$ cat src/design/rlsd_pkg.sv
// Shared types, codes and microcode table of the LED matrix scan driver.
// No dependencies.
package rlsd_pkg;

  localparam int PANEL_WIDTH_DEF  = 32;
  localparam int PANEL_HEIGHT_DEF = 32;
  localparam int SCAN_ROWS_DEF    = 16;
  localparam int PIXEL_W          = 3;
  localparam logic [15:0] ON_TIME_RST = 16'd100;

  localparam logic [1:0] MODE_WRITE = 2'd0;
  localparam logic [1:0] MODE_CLEAR = 2'd1;
  localparam logic [1:0] MODE_START = 2'd2;
  localparam logic [1:0] MODE_TICK  = 2'd3;

  typedef struct packed {
    logic [1:0] mode;
    logic [4:0] x_pos;
    logic [4:0] y_pos;
    logic       red_on;
    logic       green_on;
    logic       blue_on;
  } in_t;

  typedef struct packed {
    logic [3:0] row_select;
    logic [2:0] first_half_rgb;
    logic [2:0] second_half_rgb;
    logic       shift_clock;
    logic       latch_pulse;
    logic       output_enable;
    logic       frame_done;
    logic       scan_busy;
  } out_t;

  // Microprogram step addresses
  localparam logic [1:0] UPC_DISPATCH = 2'd0;
  localparam logic [1:0] UPC_EMIT     = 2'd1;
  localparam logic [1:0] UPC_CLEAR    = 2'd2;

  typedef enum logic [1:0] {
    SEQ_DISPATCH = 2'd0,
    SEQ_WAIT_OUT = 2'd1,
    SEQ_LOOP_CLR = 2'd2,
    SEQ_GOTO     = 2'd3
  } seq_t;

  typedef struct packed {
    logic       take;
    logic       emit;
    logic       clr_wr;
    seq_t       seq;
    logic [1:0] target;
  } uc_word_t;

  typedef struct packed {
    logic take_en;
    logic emit;
    logic clr_wr;
  } ctl_t;

  function automatic uc_word_t uc_rom(input logic [1:0] upc);
    uc_word_t w;
    w = '{take: 1'b0, emit: 1'b0, clr_wr: 1'b0, seq: SEQ_GOTO, target: UPC_DISPATCH};
    case (upc)
      UPC_DISPATCH: begin
        w.take = 1'b1;
        w.seq  = SEQ_DISPATCH;
      end
      UPC_EMIT: begin
        w.emit = 1'b1;
        w.seq  = SEQ_WAIT_OUT;
      end
      UPC_CLEAR: begin
        w.clr_wr = 1'b1;
        w.seq    = SEQ_LOOP_CLR;
      end
      default: begin
        w.seq = SEQ_GOTO;
      end
    endcase
    return w;
  endfunction

endpackage

$ cat src/design/rlsd_ram.sv
// Generic RAM: one write port, two read ports, registered read.
// No dependencies.
module rlsd_ram #(
  parameter int WIDTH = 3,
  parameter int DEPTH = 1024
) (
  input  logic                     clk,
  input  logic                     we,
  input  logic [$clog2(DEPTH)-1:0] waddr,
  input  logic [WIDTH-1:0]         wdata,
  input  logic                     re,
  input  logic [$clog2(DEPTH)-1:0] raddr_a,
  input  logic [$clog2(DEPTH)-1:0] raddr_b,
  output logic [WIDTH-1:0]         rdata_a,
  output logic [WIDTH-1:0]         rdata_b
);

  logic [WIDTH-1:0] mem [DEPTH];

  always_ff @(posedge clk) begin
    if (we) begin
      mem[waddr] <= wdata;
    end
    if (re) begin
      rdata_a <= mem[raddr_a];
      rdata_b <= mem[raddr_b];
    end
  end

endmodule

$ cat src/design/rlsd_useq.sv
// Microcode sequencer: step counter, control ROM, dispatch and clear loop counter.
// Depends on rlsd_pkg.
module rlsd_useq #(
  parameter int DEPTH = rlsd_pkg::PANEL_WIDTH_DEF * rlsd_pkg::PANEL_HEIGHT_DEF
) (
  input  logic                     clk,
  input  logic                     rst_n,
  input  logic                     in_valid,
  input  logic [1:0]               mode,
  input  logic                     out_free,
  output rlsd_pkg::ctl_t           ctl,
  output logic [$clog2(DEPTH)-1:0] clr_addr
);

  localparam int AW = $clog2(DEPTH);
  localparam logic [AW-1:0] CLR_LAST = AW'(DEPTH - 1);

  logic [1:0]         upc_r, upc_nxt;
  logic [AW-1:0]      clr_r, clr_nxt;
  rlsd_pkg::uc_word_t word;
  logic               clr_last;

  assign word     = rlsd_pkg::uc_rom(upc_r);
  assign clr_last = (clr_r == CLR_LAST);
  assign clr_addr = clr_r;

  always_comb begin
    ctl.take_en = word.take;
    ctl.emit    = word.emit && out_free;
    ctl.clr_wr  = word.clr_wr;
  end

  always_comb begin
    upc_nxt = upc_r;
    case (word.seq)
      rlsd_pkg::SEQ_DISPATCH: begin
        if (in_valid) begin
          case (mode)
            rlsd_pkg::MODE_TICK:  upc_nxt = rlsd_pkg::UPC_EMIT;
            rlsd_pkg::MODE_CLEAR: upc_nxt = rlsd_pkg::UPC_CLEAR;
            default:              upc_nxt = word.target;
          endcase
        end
      end
      rlsd_pkg::SEQ_WAIT_OUT: begin
        if (out_free) upc_nxt = word.target;
      end
      rlsd_pkg::SEQ_LOOP_CLR: begin
        if (clr_last) upc_nxt = word.target;
      end
      default: begin
        upc_nxt = word.target;
      end
    endcase
  end

  always_comb begin
    clr_nxt = clr_r;
    if (word.clr_wr) clr_nxt = clr_last ? '0 : clr_r + 1'b1;
  end

  always_ff @(posedge clk) begin
    if (!rst_n) begin
      upc_r <= rlsd_pkg::UPC_CLEAR;
      clr_r <= '0;
    end else begin
      upc_r <= upc_nxt;
      clr_r <= clr_nxt;
    end
  end

endmodule

$ cat src/design/rlsd_scan.sv
// Scan datapath: row, phase and hold counters, store read addresses, pin word.
// Depends on rlsd_pkg.
module rlsd_scan #(
  parameter int PANEL_WIDTH  = rlsd_pkg::PANEL_WIDTH_DEF,
  parameter int PANEL_HEIGHT = rlsd_pkg::PANEL_HEIGHT_DEF,
  parameter int SCAN_ROWS    = rlsd_pkg::SCAN_ROWS_DEF
) (
  input  logic                                      clk,
  input  logic                                      rst_n,
  input  logic                                      start,
  input  logic                                      rd_issue,
  input  logic                                      emit,
  input  logic [15:0]                               on_time,
  input  logic [rlsd_pkg::PIXEL_W-1:0]              rd_top,
  input  logic [rlsd_pkg::PIXEL_W-1:0]              rd_bot,
  output logic [$clog2(PANEL_WIDTH*PANEL_HEIGHT)-1:0] rd_addr_top,
  output logic [$clog2(PANEL_WIDTH*PANEL_HEIGHT)-1:0] rd_addr_bot,
  output rlsd_pkg::out_t                            res
);

  localparam int AW = $clog2(PANEL_WIDTH * PANEL_HEIGHT);
  localparam int RW = $clog2(SCAN_ROWS);
  localparam int PW = $clog2(PANEL_WIDTH + 4);
  localparam logic [PW-1:0] PH_LATCH = PW'(PANEL_WIDTH);
  localparam logic [PW-1:0] PH_HOLD  = PW'(PANEL_WIDTH + 1);
  localparam logic [PW-1:0] PH_OPEN  = PW'(PANEL_WIDTH + 2);
  localparam logic [PW-1:0] PH_FINAL = PW'(PANEL_WIDTH + 3);

  logic [RW-1:0] row_r, row_nxt;
  logic [PW-1:0] phase_r, phase_nxt;
  logic [15:0]   hold_r, hold_nxt;
  logic          active_r, active_nxt;
  logic          lit_r, lit_nxt;
  logic          top_ok_r, bot_ok_r;
  logic [15:0]   limit;
  logic [16:0]   hold_inc;
  logic          last_row;

  assign rd_addr_top = AW'(32'(row_r) * 32'(PANEL_WIDTH) + 32'(phase_r));
  assign rd_addr_bot = AW'((32'(row_r) + 32'(SCAN_ROWS)) * 32'(PANEL_WIDTH) + 32'(phase_r));

  assign limit    = (on_time == 16'd0) ? 16'd1 : on_time;
  assign hold_inc = {1'b0, hold_r} + 17'd1;
  assign last_row = (32'(row_r) + 32'd1) >= 32'(SCAN_ROWS);

  always_comb begin
    row_nxt    = row_r;
    phase_nxt  = phase_r;
    hold_nxt   = hold_r;
    active_nxt = active_r;
    lit_nxt    = lit_r;
    res        = '0;
    if (start && !active_r) begin
      active_nxt = 1'b1;
      row_nxt    = '0;
      phase_nxt  = PH_OPEN;
      hold_nxt   = '0;
    end
    if (emit) begin
      if (active_r) begin
        res.scan_busy = 1'b1;
        if (phase_r == PH_OPEN) begin
          row_nxt         = '0;
          res.latch_pulse = 1'b1;
          phase_nxt       = '0;
        end else if (phase_r < PH_LATCH) begin
          lit_nxt             = 1'b0;
          res.first_half_rgb  = top_ok_r ? rd_top : '0;
          res.second_half_rgb = bot_ok_r ? rd_bot : '0;
          res.shift_clock     = 1'b1;
          phase_nxt           = phase_r + 1'b1;
        end else if (phase_r == PH_LATCH) begin
          lit_nxt         = 1'b1;
          res.latch_pulse = 1'b1;
          hold_nxt        = '0;
          phase_nxt       = PH_HOLD;
        end else if (phase_r == PH_HOLD) begin
          hold_nxt = hold_inc[15:0];
          if (hold_inc >= {1'b0, limit}) begin
            hold_nxt = '0;
            if (last_row) begin
              phase_nxt = PH_FINAL;
            end else begin
              row_nxt   = row_r + 1'b1;
              phase_nxt = '0;
            end
          end
        end else begin
          lit_nxt        = 1'b0;
          res.frame_done = 1'b1;
          active_nxt     = 1'b0;
          phase_nxt      = '0;
        end
      end else begin
        lit_nxt = 1'b0;
      end
      res.row_select    = 4'(row_nxt);
      res.output_enable = lit_nxt;
    end
  end

  always_ff @(posedge clk) begin
    if (!rst_n) begin
      row_r    <= '0;
      phase_r  <= '0;
      hold_r   <= '0;
      active_r <= 1'b0;
      lit_r    <= 1'b0;
    end else begin
      row_r    <= row_nxt;
      phase_r  <= phase_nxt;
      hold_r   <= hold_nxt;
      active_r <= active_nxt;
      lit_r    <= lit_nxt;
    end
  end

  always_ff @(posedge clk) begin
    if (rd_issue) begin
      top_ok_r <= 32'(row_r) < 32'(PANEL_HEIGHT);
      bot_ok_r <= (32'(row_r) + 32'(SCAN_ROWS)) < 32'(PANEL_HEIGHT);
    end
  end

endmodule

$ cat src/design/rgb_led_matrix_scan_driver_core.sv
// Top level of the RGB LED matrix scan driver: pixel store, sequencer, scan datapath.
// Depends on rlsd_pkg, rlsd_ram, rlsd_useq and rlsd_scan.
//
//   channel  direction  handshake          payload
//   in_      input      in_valid/in_stall   rlsd_pkg::in_t
//   out_     output     out_valid/out_stall rlsd_pkg::out_t
//   cfg_     input      cfg_valid/cfg_ready on_time_ticks, 16 bits
//
// Write and start are done at dispatch; a tick does a store read, then a pin word.
// Clear sweeps the store, one entry a cycle, writing zero to each.
// After reset the same sweep runs with in_stall high.
// A stalled pin word sits in the output register; the next tick waits for it.
module rgb_led_matrix_scan_driver_core #(
  parameter int PANEL_WIDTH  = rlsd_pkg::PANEL_WIDTH_DEF,
  parameter int PANEL_HEIGHT = rlsd_pkg::PANEL_HEIGHT_DEF,
  parameter int SCAN_ROWS    = rlsd_pkg::SCAN_ROWS_DEF
) (
  input  logic           clk,
  input  logic           rst_n,
  input  logic           in_valid,
  output logic           in_stall,
  input  rlsd_pkg::in_t  in_data,
  output logic           out_valid,
  input  logic           out_stall,
  output rlsd_pkg::out_t out_data,
  input  logic           cfg_valid,
  output logic           cfg_ready,
  input  logic [15:0]    cfg_data
);

  localparam int DEPTH = PANEL_WIDTH * PANEL_HEIGHT;
  localparam int AW    = $clog2(DEPTH);
  localparam int PXW   = rlsd_pkg::PIXEL_W;

  rlsd_pkg::ctl_t ctl;
  rlsd_pkg::out_t res;
  rlsd_pkg::out_t out_data_r;
  logic           out_valid_r;
  logic [15:0]    on_time_r;
  logic           accept, out_free, pix_ok, wr_en;
  logic [AW-1:0]  clr_addr, pix_addr, wr_addr, rd_addr_top, rd_addr_bot;
  logic [PXW-1:0] wr_data, rd_top, rd_bot, color;

  assign in_stall  = !ctl.take_en;
  assign accept    = in_valid && ctl.take_en;
  assign out_free  = !out_valid_r || !out_stall;
  assign out_valid = out_valid_r;
  assign out_data  = out_data_r;
  assign cfg_ready = 1'b1;

  assign pix_ok   = (32'(in_data.x_pos) < 32'(PANEL_WIDTH)) &&
                    (32'(in_data.y_pos) < 32'(PANEL_HEIGHT));
  assign pix_addr = AW'(32'(in_data.y_pos) * 32'(PANEL_WIDTH) +
                        (32'(PANEL_WIDTH - 1) - 32'(in_data.x_pos)));
  assign color    = {in_data.blue_on, in_data.green_on, in_data.red_on};

  assign wr_en   = ctl.clr_wr ||
                   (accept && in_data.mode == rlsd_pkg::MODE_WRITE && pix_ok);
  assign wr_addr = ctl.clr_wr ? clr_addr : pix_addr;
  assign wr_data = ctl.clr_wr ? '0 : color;

  rlsd_useq #(
    .DEPTH (DEPTH)
  ) u_useq (
    .clk      (clk),
    .rst_n    (rst_n),
    .in_valid (in_valid),
    .mode     (in_data.mode),
    .out_free (out_free),
    .ctl      (ctl),
    .clr_addr (clr_addr)
  );

  rlsd_ram #(
    .WIDTH (PXW),
    .DEPTH (DEPTH)
  ) u_store (
    .clk     (clk),
    .we      (wr_en),
    .waddr   (wr_addr),
    .wdata   (wr_data),
    .re      (accept && in_data.mode == rlsd_pkg::MODE_TICK),
    .raddr_a (rd_addr_top),
    .raddr_b (rd_addr_bot),
    .rdata_a (rd_top),
    .rdata_b (rd_bot)
  );

  rlsd_scan #(
    .PANEL_WIDTH  (PANEL_WIDTH),
    .PANEL_HEIGHT (PANEL_HEIGHT),
    .SCAN_ROWS    (SCAN_ROWS)
  ) u_scan (
    .clk         (clk),
    .rst_n       (rst_n),
    .start       (accept && in_data.mode == rlsd_pkg::MODE_START),
    .rd_issue    (accept && in_data.mode == rlsd_pkg::MODE_TICK),
    .emit        (ctl.emit),
    .on_time     (on_time_r),
    .rd_top      (rd_top),
    .rd_bot      (rd_bot),
    .rd_addr_top (rd_addr_top),
    .rd_addr_bot (rd_addr_bot),
    .res         (res)
  );

  always_ff @(posedge clk) begin
    if (!rst_n) begin
      out_valid_r <= 1'b0;
      on_time_r   <= rlsd_pkg::ON_TIME_RST;
    end else begin
      if (ctl.emit) begin
        out_valid_r <= 1'b1;
      end else if (!out_stall) begin
        out_valid_r <= 1'b0;
      end
      if (cfg_valid) on_time_r <= cfg_data;
    end
  end

  always_ff @(posedge clk) begin
    if (ctl.emit) out_data_r <= res;
  end

endmodule

$ cat config.mk
export PLATFORM = sky130hd
export DESIGN_NAME = rgb_led_matrix_scan_driver_core
export DESIGN_NICKNAME = d
export VERILOG_FILES = /design/src/design/rlsd_pkg.sv /design/src/design/rlsd_ram.sv /design/src/design/rlsd_useq.sv /design/src/design/rlsd_scan.sv /design/src/design/rgb_led_matrix_scan_driver_core.sv
export SDC_FILE = /design/constraint.sdc
export NUM_CORES = 2
export LEC_CHECK = 0
export BUFFER_PORTS_ARGS = -buffer_cell sky130_fd_sc_hd__buf_2
export CAP_MARGIN = 20
export CELL_PAD_IN_SITES_DETAIL_PLACEMENT = 1
export CELL_PAD_IN_SITES_GLOBAL_PLACEMENT = 1
export CORE_ASPECT_RATIO = 1.5
export CORE_MARGIN = 10
export CORE_UTILIZATION = 50
export DETAILED_ROUTE_END_ITERATION = 8
export PLACE_DENSITY_LB_ADDON = 0.1
export SLEW_MARGIN = 20
export SYNTH_ARGS = -nofsm -noshare
export SYNTH_HDL_FRONTEND = slang
export SYNTH_SLANG_ARGS = --single-unit
$ cat constraint.sdc
create_clock -name clk -period 16.4 [get_ports clk]
set_input_delay 1.64 -clock clk [delete_from_list [all_inputs] [get_ports clk]]
set_output_delay 1.64 -clock clk [all_outputs]
set_load 0.05 [all_outputs]
=== After elaboration in Yosys (flattened, before gate mapping) ===
Memories as Yosys holds them, arrays and structs flattened. A register that Yosys moved wholly into a read port is not among the register bits.
Cells that the tools add are included.

* Flip-flop bits (word level): 73
* Bits in writable memories: 3072
* Bits of input ports: 36
* Output and inout bits: 18
* Logic and storage cells: 133
* Memories: 1

{| class="wikitable"
|+ Memory list
! name !! words !! bits a word !! rd ports !! clocked after Yosys merged registers in !! write ports !! RTL line !! source
|-
| u_store.mem || 1024 || 3 || 2 || 2 || 1 || rlsd_ram.sv:18 || <nowiki>logic [WIDTH-1:0] mem [DEPTH];</nowiki>
|}

* Add/sub/neg operators: 10
* Order comparisons: 4
* Eq/ne operators: 15
* Mux-type cells: 61
* Bitwise gates (word level): 3
* Reductions and logical operators: 21

{| class="wikitable"
|+ Operators by type and width
! cell !! number
|-
| $mux 16 || 9
|-
| $mux 6 || 9
|-
| $mux 4 || 9
|-
| $ge 32x5->1 const B || 1
|-
| $mux 1 || 25
|-
| $add 10x6->10 || 2
|-
| $mux 10 || 2
|-
| $eq 6x6->1 const B || 3
|-
| $add 16x1->17 const B || 1
|-
| $ge 17x16->1 || 1
|-
| $logic_not 16->1 || 1
|-
| $lt 6x6->1 const B || 2
|-
| $pmux 2 s3 || 2
|-
| $add 10x1->10 const B || 1
|-
| $add 9x6->10 || 1
|-
| $eq 10x10->1 const B || 1
|-
| $eq 2x2->1 const B || 4
|-
| $reduce_or 4->1 || 2
|-
| $add 4x5->6 const B || 1
|-
| $add 6x1->6 const B || 1
|-
| $eq 2x1->1 const B || 3
|-
| $logic_and 1x1->1 || 6
|-
| $logic_not 2->1 || 3
|-
| $mux 2 || 3
|-
| other kinds (13) || 21
|}

=== Longest topological paths before layout ===
* Word-level depth: 14
* Mapped depth: 17
* Mapped depth without buffers: 17

=== Cells and area by module ===
From an unflattened synthesis, not the netlist that was laid out.

* Cells, all modules: 9175
* Area total of the unflattened synthesis: 152831.6 um^2

{| class="wikitable"
|+ Modules (own cells, without submodules)
! module !! instances !! cells each !! area each (um^2) !! seq. area each (um^2)
|-
| rlsd_ram || 1 || 8665 || 148399.8 || 92428.6
|-
| rlsd_scan || 1 || 344 || 2583.7 || 560.5
|-
| rgb_led_matrix_scan_driver_core || 1 || 99 || 1266.2 || 790.8
|-
| rlsd_useq || 1 || 67 || 581.8 || 240.2
|}

=== Worst setup path before layout ===
No wires, ideal clock.

* Path kind: input -> register
* From: input in_data[2] in the netlist's numbering
* To: memory u_store.mem[0][0] (data pin)
* Library setup time: 2.869 ns
* Data arrival time: 14.377 ns
* Data required time: 13.531 ns
* Slack: -0.846 ns
* Stages on the path: 1
* Buffers on the path: 0
* Cell sequence: and2_1

* Word-level cells in the longest chain between the ends: 1

{| class="wikitable"
|+ RTL lines
! item !! RTL line !! source
|-
| from (decl) || rgb_led_matrix_scan_driver_core.sv:22 || <nowiki>input rlsd_pkg::in_t in_data,</nowiki>
|-
| $mux 3 || rgb_led_matrix_scan_driver_core.sv:60 || <nowiki>assign wr_data = ctl.clr_wr ? '0 : color;</nowiki>
|-
| to (decl) || rlsd_ram.sv:18 ||
|}

Every way passes these cells.

=== Worst setup path after layout ===
* From: register u_scan.phase_r[0]
* To: register u_store.rdata_a[1] (read register of u_store.mem) (data pin)

* Word-level cells in the longest chain between the ends: 1

{| class="wikitable"
|+ RTL lines
! item !! RTL line !! source
|-
| from (decl) || rlsd_scan.sv:30 || <nowiki>logic [PW-1:0] phase_r, phase_nxt;</nowiki>
|-
| from (signal assigned) || rlsd_scan.sv:111 || <nowiki>phase_r <= phase_nxt;</nowiki>
|-
| $add 9x6->10 || rlsd_scan.sv:39 || <nowiki>assign rd_addr_top = AW'(32'(row_r) * 32'(PANEL_WIDTH) + 32'(phase_r));</nowiki>
|-
| to (decl) || rlsd_ram.sv:14 || <nowiki>output logic [WIDTH-1:0] rdata_a,</nowiki>
|}

Every way passes these cells.
A chain may end at the register's enable or synchronous reset.

==> impl_results.html <==
<table>
<tr><th>Metric</th><th>Value</th></tr>
<tr><th colspan="2">Clock tree</th></tr>
<tr><td>CTS hold repair buffers</td><td>0</td></tr>
<tr><td>Clock transition at the register clock pins on the worst setup and hold paths after CTS</td><td>60 ps</td></tr>
<tr><td>Sinks on the clock net</td><td>roughly 3200</td></tr>
<tr><td>Postcts setup bufs</td><td>0</td></tr>
<tr><td>Cell at the root of the clock tree</td><td>sky130_fd_sc_hd__clkbuf_16</td></tr>
<tr><td>CTS buffer count</td><td>303</td></tr>
<tr><td>Number of instances resized during post-cts repair</td><td>0</td></tr>
<tr><td>Clock Latency Late Sink</td><td>about 860 ps</td></tr>
<tr><td>Clk buf depth</td><td>4</td></tr>
<tr><td>H-tree depth</td><td>5</td></tr>
<tr><td>Clock tree from TritonCTS</td><td>built</td></tr>
<tr><th colspan="2">Cells and area</th></tr>
<tr><td>Layout Cells excl Fill</td><td>10690</td></tr>
<tr><td>Share of the core filled with cells in the final layout</td><td>between 50% and 60%</td></tr>
<tr><td>Count of nets after finishing</td><td>slightly above 7000</td></tr>
<tr><td>Area growth from synthesis to final layout</td><td>11.10%</td></tr>
<tr><td>Fillers</td><td>22260</td></tr>
<tr><td>Final Cell Area</td><td>140900 um^2</td></tr>
<tr><td>Fraction of layout cells with a size suffix above 1</td><td>between 10% and 20%</td></tr>
<tr><th colspan="2">Synthesis</th></tr>
<tr><td>Post-Syn Area</td><td>around 130000 um^2</td></tr>
<tr><td>Proportion of synthesized chip area in sequential cells</td><td>around 74%</td></tr>
<tr><td>Avg Cell Area, Syn</td><td>between 15 and 20 um^2</td></tr>
<tr><td>Fraction of synthesis flops using an asynchronous set or reset pin</td><td>0%</td></tr>
<tr><td>Cells after Synth</td><td>roughly 7100</td></tr>
<tr><td>Synthesis Warnings</td><td>0</td></tr>
<tr><td>Number of distinct library cells after synthesis</td><td>80</td></tr>
<tr><td>Synth Net Count</td><td>7123</td></tr>
<tr><td>Flops &amp; latches, synth</td><td>3150</td></tr>
<tr><td>Primary flip-flop cell chosen by synthesis mapping</td><td>sky130_fd_sc_hd__edfxtp_1</td></tr>
<tr><td>Number of enable-type register cells in the synthesized netlist</td><td>3093</td></tr>
<tr><th colspan="2">Setup path</th></tr>
<tr><td>Nature of the critical path startpoint</td><td>flip-flop</td></tr>
<tr><td>Required time at the endpoint of the critical path</td><td>16970 ps</td></tr>
<tr><td>Setup CP Type</td><td>reg -&gt; reg</td></tr>
<tr><td>Largest driver fanout on the critical path</td><td>67</td></tr>
<tr><td>Critical Path Sink Type</td><td>flip-flop</td></tr>
<tr><td>Signal arrival time at the worst endpoint</td><td>7020 ps</td></tr>
<tr><th colspan="2">Outcome</th></tr>
<tr><td>Outcome</td><td>completed</td></tr>
<tr><th colspan="2">Power and ir drop</th></tr>
<tr><td>Highest ir drop seen on vdd</td><td>0.07946 mV</td></tr>
<tr><td>Leakage</td><td>0.03513 uW</td></tr>
<tr><td>Power density of the placed cells</td><td>112.5 nW/um^2</td></tr>
<tr><td>Total Power Consumption</td><td>15850 uW</td></tr>
<tr><th colspan="2">Place</th></tr>
<tr><td>Placed wire-length estimate after detailed placement</td><td>251.9 mm</td></tr>
<tr><td>Final weighted congestion in routability-driven placement</td><td>0.8502</td></tr>
<tr><td>Placed Instances</td><td>10140</td></tr>
<tr><td>Placed standard-cell area</td><td>131000 um^2</td></tr>
<tr><td>Count of port buffers added during placement</td><td>52</td></tr>
<tr><th colspan="2">Detailed routing</th></tr>
<tr><td>Routed vias</td><td>70830</td></tr>
<tr><td>Post-DR vias/cell</td><td>6.624</td></tr>
<tr><td>Antenna Nets Post-Route</td><td>0</td></tr>
<tr><td>DRC marker count from the first detailed-route iteration</td><td>8759</td></tr>
<tr><td>Drt first pass iters</td><td>5</td></tr>
<tr><td>Wirelength, routed</td><td>415.3 mm</td></tr>
<tr><td>Wire length per cell after detailed routing</td><td>38.84 um</td></tr>
<tr><td>Number of remaining DRC errors</td><td>0</td></tr>
<tr><th colspan="2">Die</th></tr>
<tr><td>Count of boundary I/O pins</td><td>54</td></tr>
<tr><td>Die area</td><td>274600 um^2</td></tr>
<tr><td>Height of the die</td><td>roughly 640 um</td></tr>
<tr><td>Floorplan row count</td><td>226</td></tr>
<tr><td>Initial standard-cell utilization of the core</td><td>50.22%</td></tr>
<tr><td>Placeable Area</td><td>roughly 250000 um^2</td></tr>
<tr><td>Die Wd</td><td>~430 um</td></tr>
<tr><th colspan="2">Flow run</th></tr>
<tr><td>Number of maximum-capacitance violations</td><td>0</td></tr>
<tr><th colspan="2">Global route</th></tr>
<tr><td>First-pass GRT wire length</td><td>around 580 mm</td></tr>
<tr><td>Pin count of the biggest net entering global routing</td><td>227</td></tr>
<tr><td>Vias in the first global route</td><td>74570</td></tr>
<tr><td>Initial antenna violation count</td><td>35</td></tr>
<tr><td>Total grt overflow</td><td>0</td></tr>
<tr><td>Tot GR Track Use</td><td>29.88%</td></tr>
<tr><th colspan="2">STA</th></tr>
<tr><td>Max Clock Freq</td><td>~0.15 GHz</td></tr>
<tr><td>RSZ-0062 raised after global routing</td><td>no</td></tr>
<tr><td>Setup clock skew after layout</td><td>36.94 ps</td></tr>
<tr><td>Slew HR</td><td>16.61%</td></tr>
<tr><td>Hold_ws</td><td>roughly 480 ps</td></tr>
<tr><td>Slew Limit Fails</td><td>0</td></tr>
<tr><td>Final-report setup violation count</td><td>0</td></tr>
<tr><td>Hold Vio Cnt, Final</td><td>0</td></tr>
<tr><td>Portion of the clock cycle consumed by the worst path in the final layout</td><td>39.36%</td></tr>
<tr><td>Final min period</td><td>6455 ps</td></tr>
<tr><td>Slew at the pin closest to its max-slew limit</td><td>1251 ps</td></tr>
<tr><th colspan="2">Worst hold path</th></tr>
<tr><td>Kind of path behind the tightest hold check</td><td>reg -&gt; reg</td></tr>
</table>
-- stage by stage --
step	setup WS (ps)	TNS [ps]
after floorplan	-845.8	-2598350
after global placement	9834	0
after detailed placement	9990	0
after CTS	9942	0
after global routing	9752	0
final	9945	0
-- power by group --
group          total (uW)  internal, uW  switching (uW)  leakage (uW)
registers            8710          8700            4.02        0.0223
logic                91.7          18.4            73.3       0.00803
clock network        7050          4010            3040       0.00476
-- cell families after synthesis --
kind of cell             after synthesis  share of synthesized area (%)
AO/OA/AOI/OAI                        622                          3.412
XOR/XNOR                              22                         0.1519
adder cells (fa/ha/maj)               25                         0.2467
buffers and inverters                532                          2.090
flip-flops                          3150                          74.14
multiplexers                         974                          14.29
other                                  1                       0.002957
AND/OR/NAND/NOR                     1736                          5.665
-- synth_stat cells, types with 17 or more instances --
library cell,n,area [um^2]
sky130_fd_sc_hd__edfxtp_1,3093,92880
sky130_fd_sc_hd__nor2_1,1115,4185
sky130_fd_sc_hd__mux4_2,668,15040
sky130_fd_sc_hd__nand2_1,309,1160
sky130_fd_sc_hd__mux2i_1,293,2933
sky130_fd_sc_hd__clkbuf_1,266,998.5
sky130_fd_sc_hd__buf_2,114,570.6
sky130_fd_sc_hd__o22ai_1,101,631.9
sky130_fd_sc_hd__a21oi_1,88,440.4
sky130_fd_sc_hd__nand3_1,86,430.4
sky130_fd_sc_hd__a22oi_1,83,623.1
sky130_fd_sc_hd__o21ai_0,71,355.3
sky130_fd_sc_hd__dfxtp_1,57,1141
sky130_fd_sc_hd__nor3_1,44,220.2
sky130_fd_sc_hd__buf_1,43,161.4
sky130_fd_sc_hd__nor2b_1,39,244.0
sky130_fd_sc_hd__o221ai_1,39,341.6
sky130_fd_sc_hd__buf_4,37,277.8
sky130_fd_sc_hd__a211oi_1,35,262.8
sky130_fd_sc_hd__a31oi_1,32,200.2
sky130_fd_sc_hd__buf_6,32,360.4
sky130_fd_sc_hd__and2_1,31,193.9
sky130_fd_sc_hd__a221oi_1,30,262.8
sky130_fd_sc_hd__inv_1,27,101.4
sky130_fd_sc_hd__ha_1,25,312.8
sky130_fd_sc_hd__and3_1,21,131.4
sky130_fd_sc_hd__nand4_1,17,106.4
-- worst paths after layout --
kind / start / end / slack, ps / depth (start not counted)
hold / removal: u_scan.lit_r / u_scan.lit_r / 480 / 2
setup / recovery: u_scan.phase_r[0] / u_store.rdata_a[1] / 9950 / 11
hold reg to reg: u_scan.lit_r / u_scan.lit_r / 480 / 2
setup reg to reg: u_scan.phase_r[0] / u_store.rdata_a[1] / 9950 / 11
-- metal layers --
layer,wire (um),global-route usage [%]
met5,70,0
met4,24190,14.79
met1,150700,37.50
met3,33390,5.498
met2,207000,50.04
-- flip-flops by register name, indices dropped and copies added, names as in the netlist, 2 cells and up --
name and flops:
on_time_r 16, out_data 15, u_scan.hold_r 16, u_scan.phase_r 6, u_scan.row_r 4, u_store.mem 3072, u_store.rdata_a 3, u_store.rdata_b 3
u_useq.clr_addr 10, u_useq.upc_r 2
-- worst max-delay path, cell delays in order, from the launching register on --
cell	delay, ps
sky130_fd_sc_hd__dfxtp_4	720
sky130_fd_sc_hd__buf_4	700
sky130_fd_sc_hd__buf_4	680
sky130_fd_sc_hd__buf_12	530
sky130_fd_sc_hd__mux4_2	580
sky130_fd_sc_hd__a22o_1	240
sky130_fd_sc_hd__a221oi_1	510
sky130_fd_sc_hd__a221oi_1	310
sky130_fd_sc_hd__nor3_1	780
sky130_fd_sc_hd__nor3_1	90
sky130_fd_sc_hd__o31ai_1	660
sky130_fd_sc_hd__mux2i_1	190
-- placed cells by master, fill, tap and decap left out, types with 13 or more instances in the layout --
cell	instances
sky130_fd_sc_hd__and2_1	27
sky130_fd_sc_hd__mux2i_1	293
sky130_fd_sc_hd__nand3_1	70
sky130_fd_sc_hd__nor2b_1	35
sky130_fd_sc_hd__clkbuf_1	58
sky130_fd_sc_hd__a21oi_1	88
sky130_fd_sc_hd__a211oi_1	35
sky130_fd_sc_hd__inv_1	26
sky130_fd_sc_hd__edfxtp_1	3093
sky130_fd_sc_hd__o21ai_0	71
sky130_fd_sc_hd__clkinv_2	52
sky130_fd_sc_hd__buf_2	53
sky130_fd_sc_hd__nand3_4	16
sky130_fd_sc_hd__nor4_1	13
sky130_fd_sc_hd__nand2_4	15
sky130_fd_sc_hd__bufinv_16	31
sky130_fd_sc_hd__dfxtp_1	52
sky130_fd_sc_hd__mux2_2	13
sky130_fd_sc_hd__a22oi_1	83
sky130_fd_sc_hd__nand2b_1	13
sky130_fd_sc_hd__clkinv_1	57
sky130_fd_sc_hd__ha_1	23
sky130_fd_sc_hd__buf_12	16
sky130_fd_sc_hd__a221oi_1	30
sky130_fd_sc_hd__nor3_1	40
sky130_fd_sc_hd__clkbuf_16	315
sky130_fd_sc_hd__nor2_1	1108
sky130_fd_sc_hd__nand2_1	288
sky130_fd_sc_hd__nand4_1	17
sky130_fd_sc_hd__and3_1	21
sky130_fd_sc_hd__mux4_2	668
sky130_fd_sc_hd__o221ai_1	39
sky130_fd_sc_hd__buf_4	197
sky130_fd_sc_hd__diode_2	20
sky130_fd_sc_hd__o22ai_1	101
sky130_fd_sc_hd__a31oi_1	32
-- area by class of cell --
type / count / area [um^2] / share of cell area [%]
Tap cell: 3306 / 4136 / 2.936
Inverter: 31 / 122.6 / 0.08703
Antenna cell: 20 / 50.05 / 0.03552
Sequential cell: 3150 / 94040 / 66.74
Clock buffer: 375 / 8128 / 5.769
Timing Repair Buffer: 273 / 2178 / 1.546
Multi-Input combinational cell: 3380 / 30650 / 21.75
Clock inverter: 158 / 1594 / 1.131
Note: power is estimated with default switching activity, not from simulation.
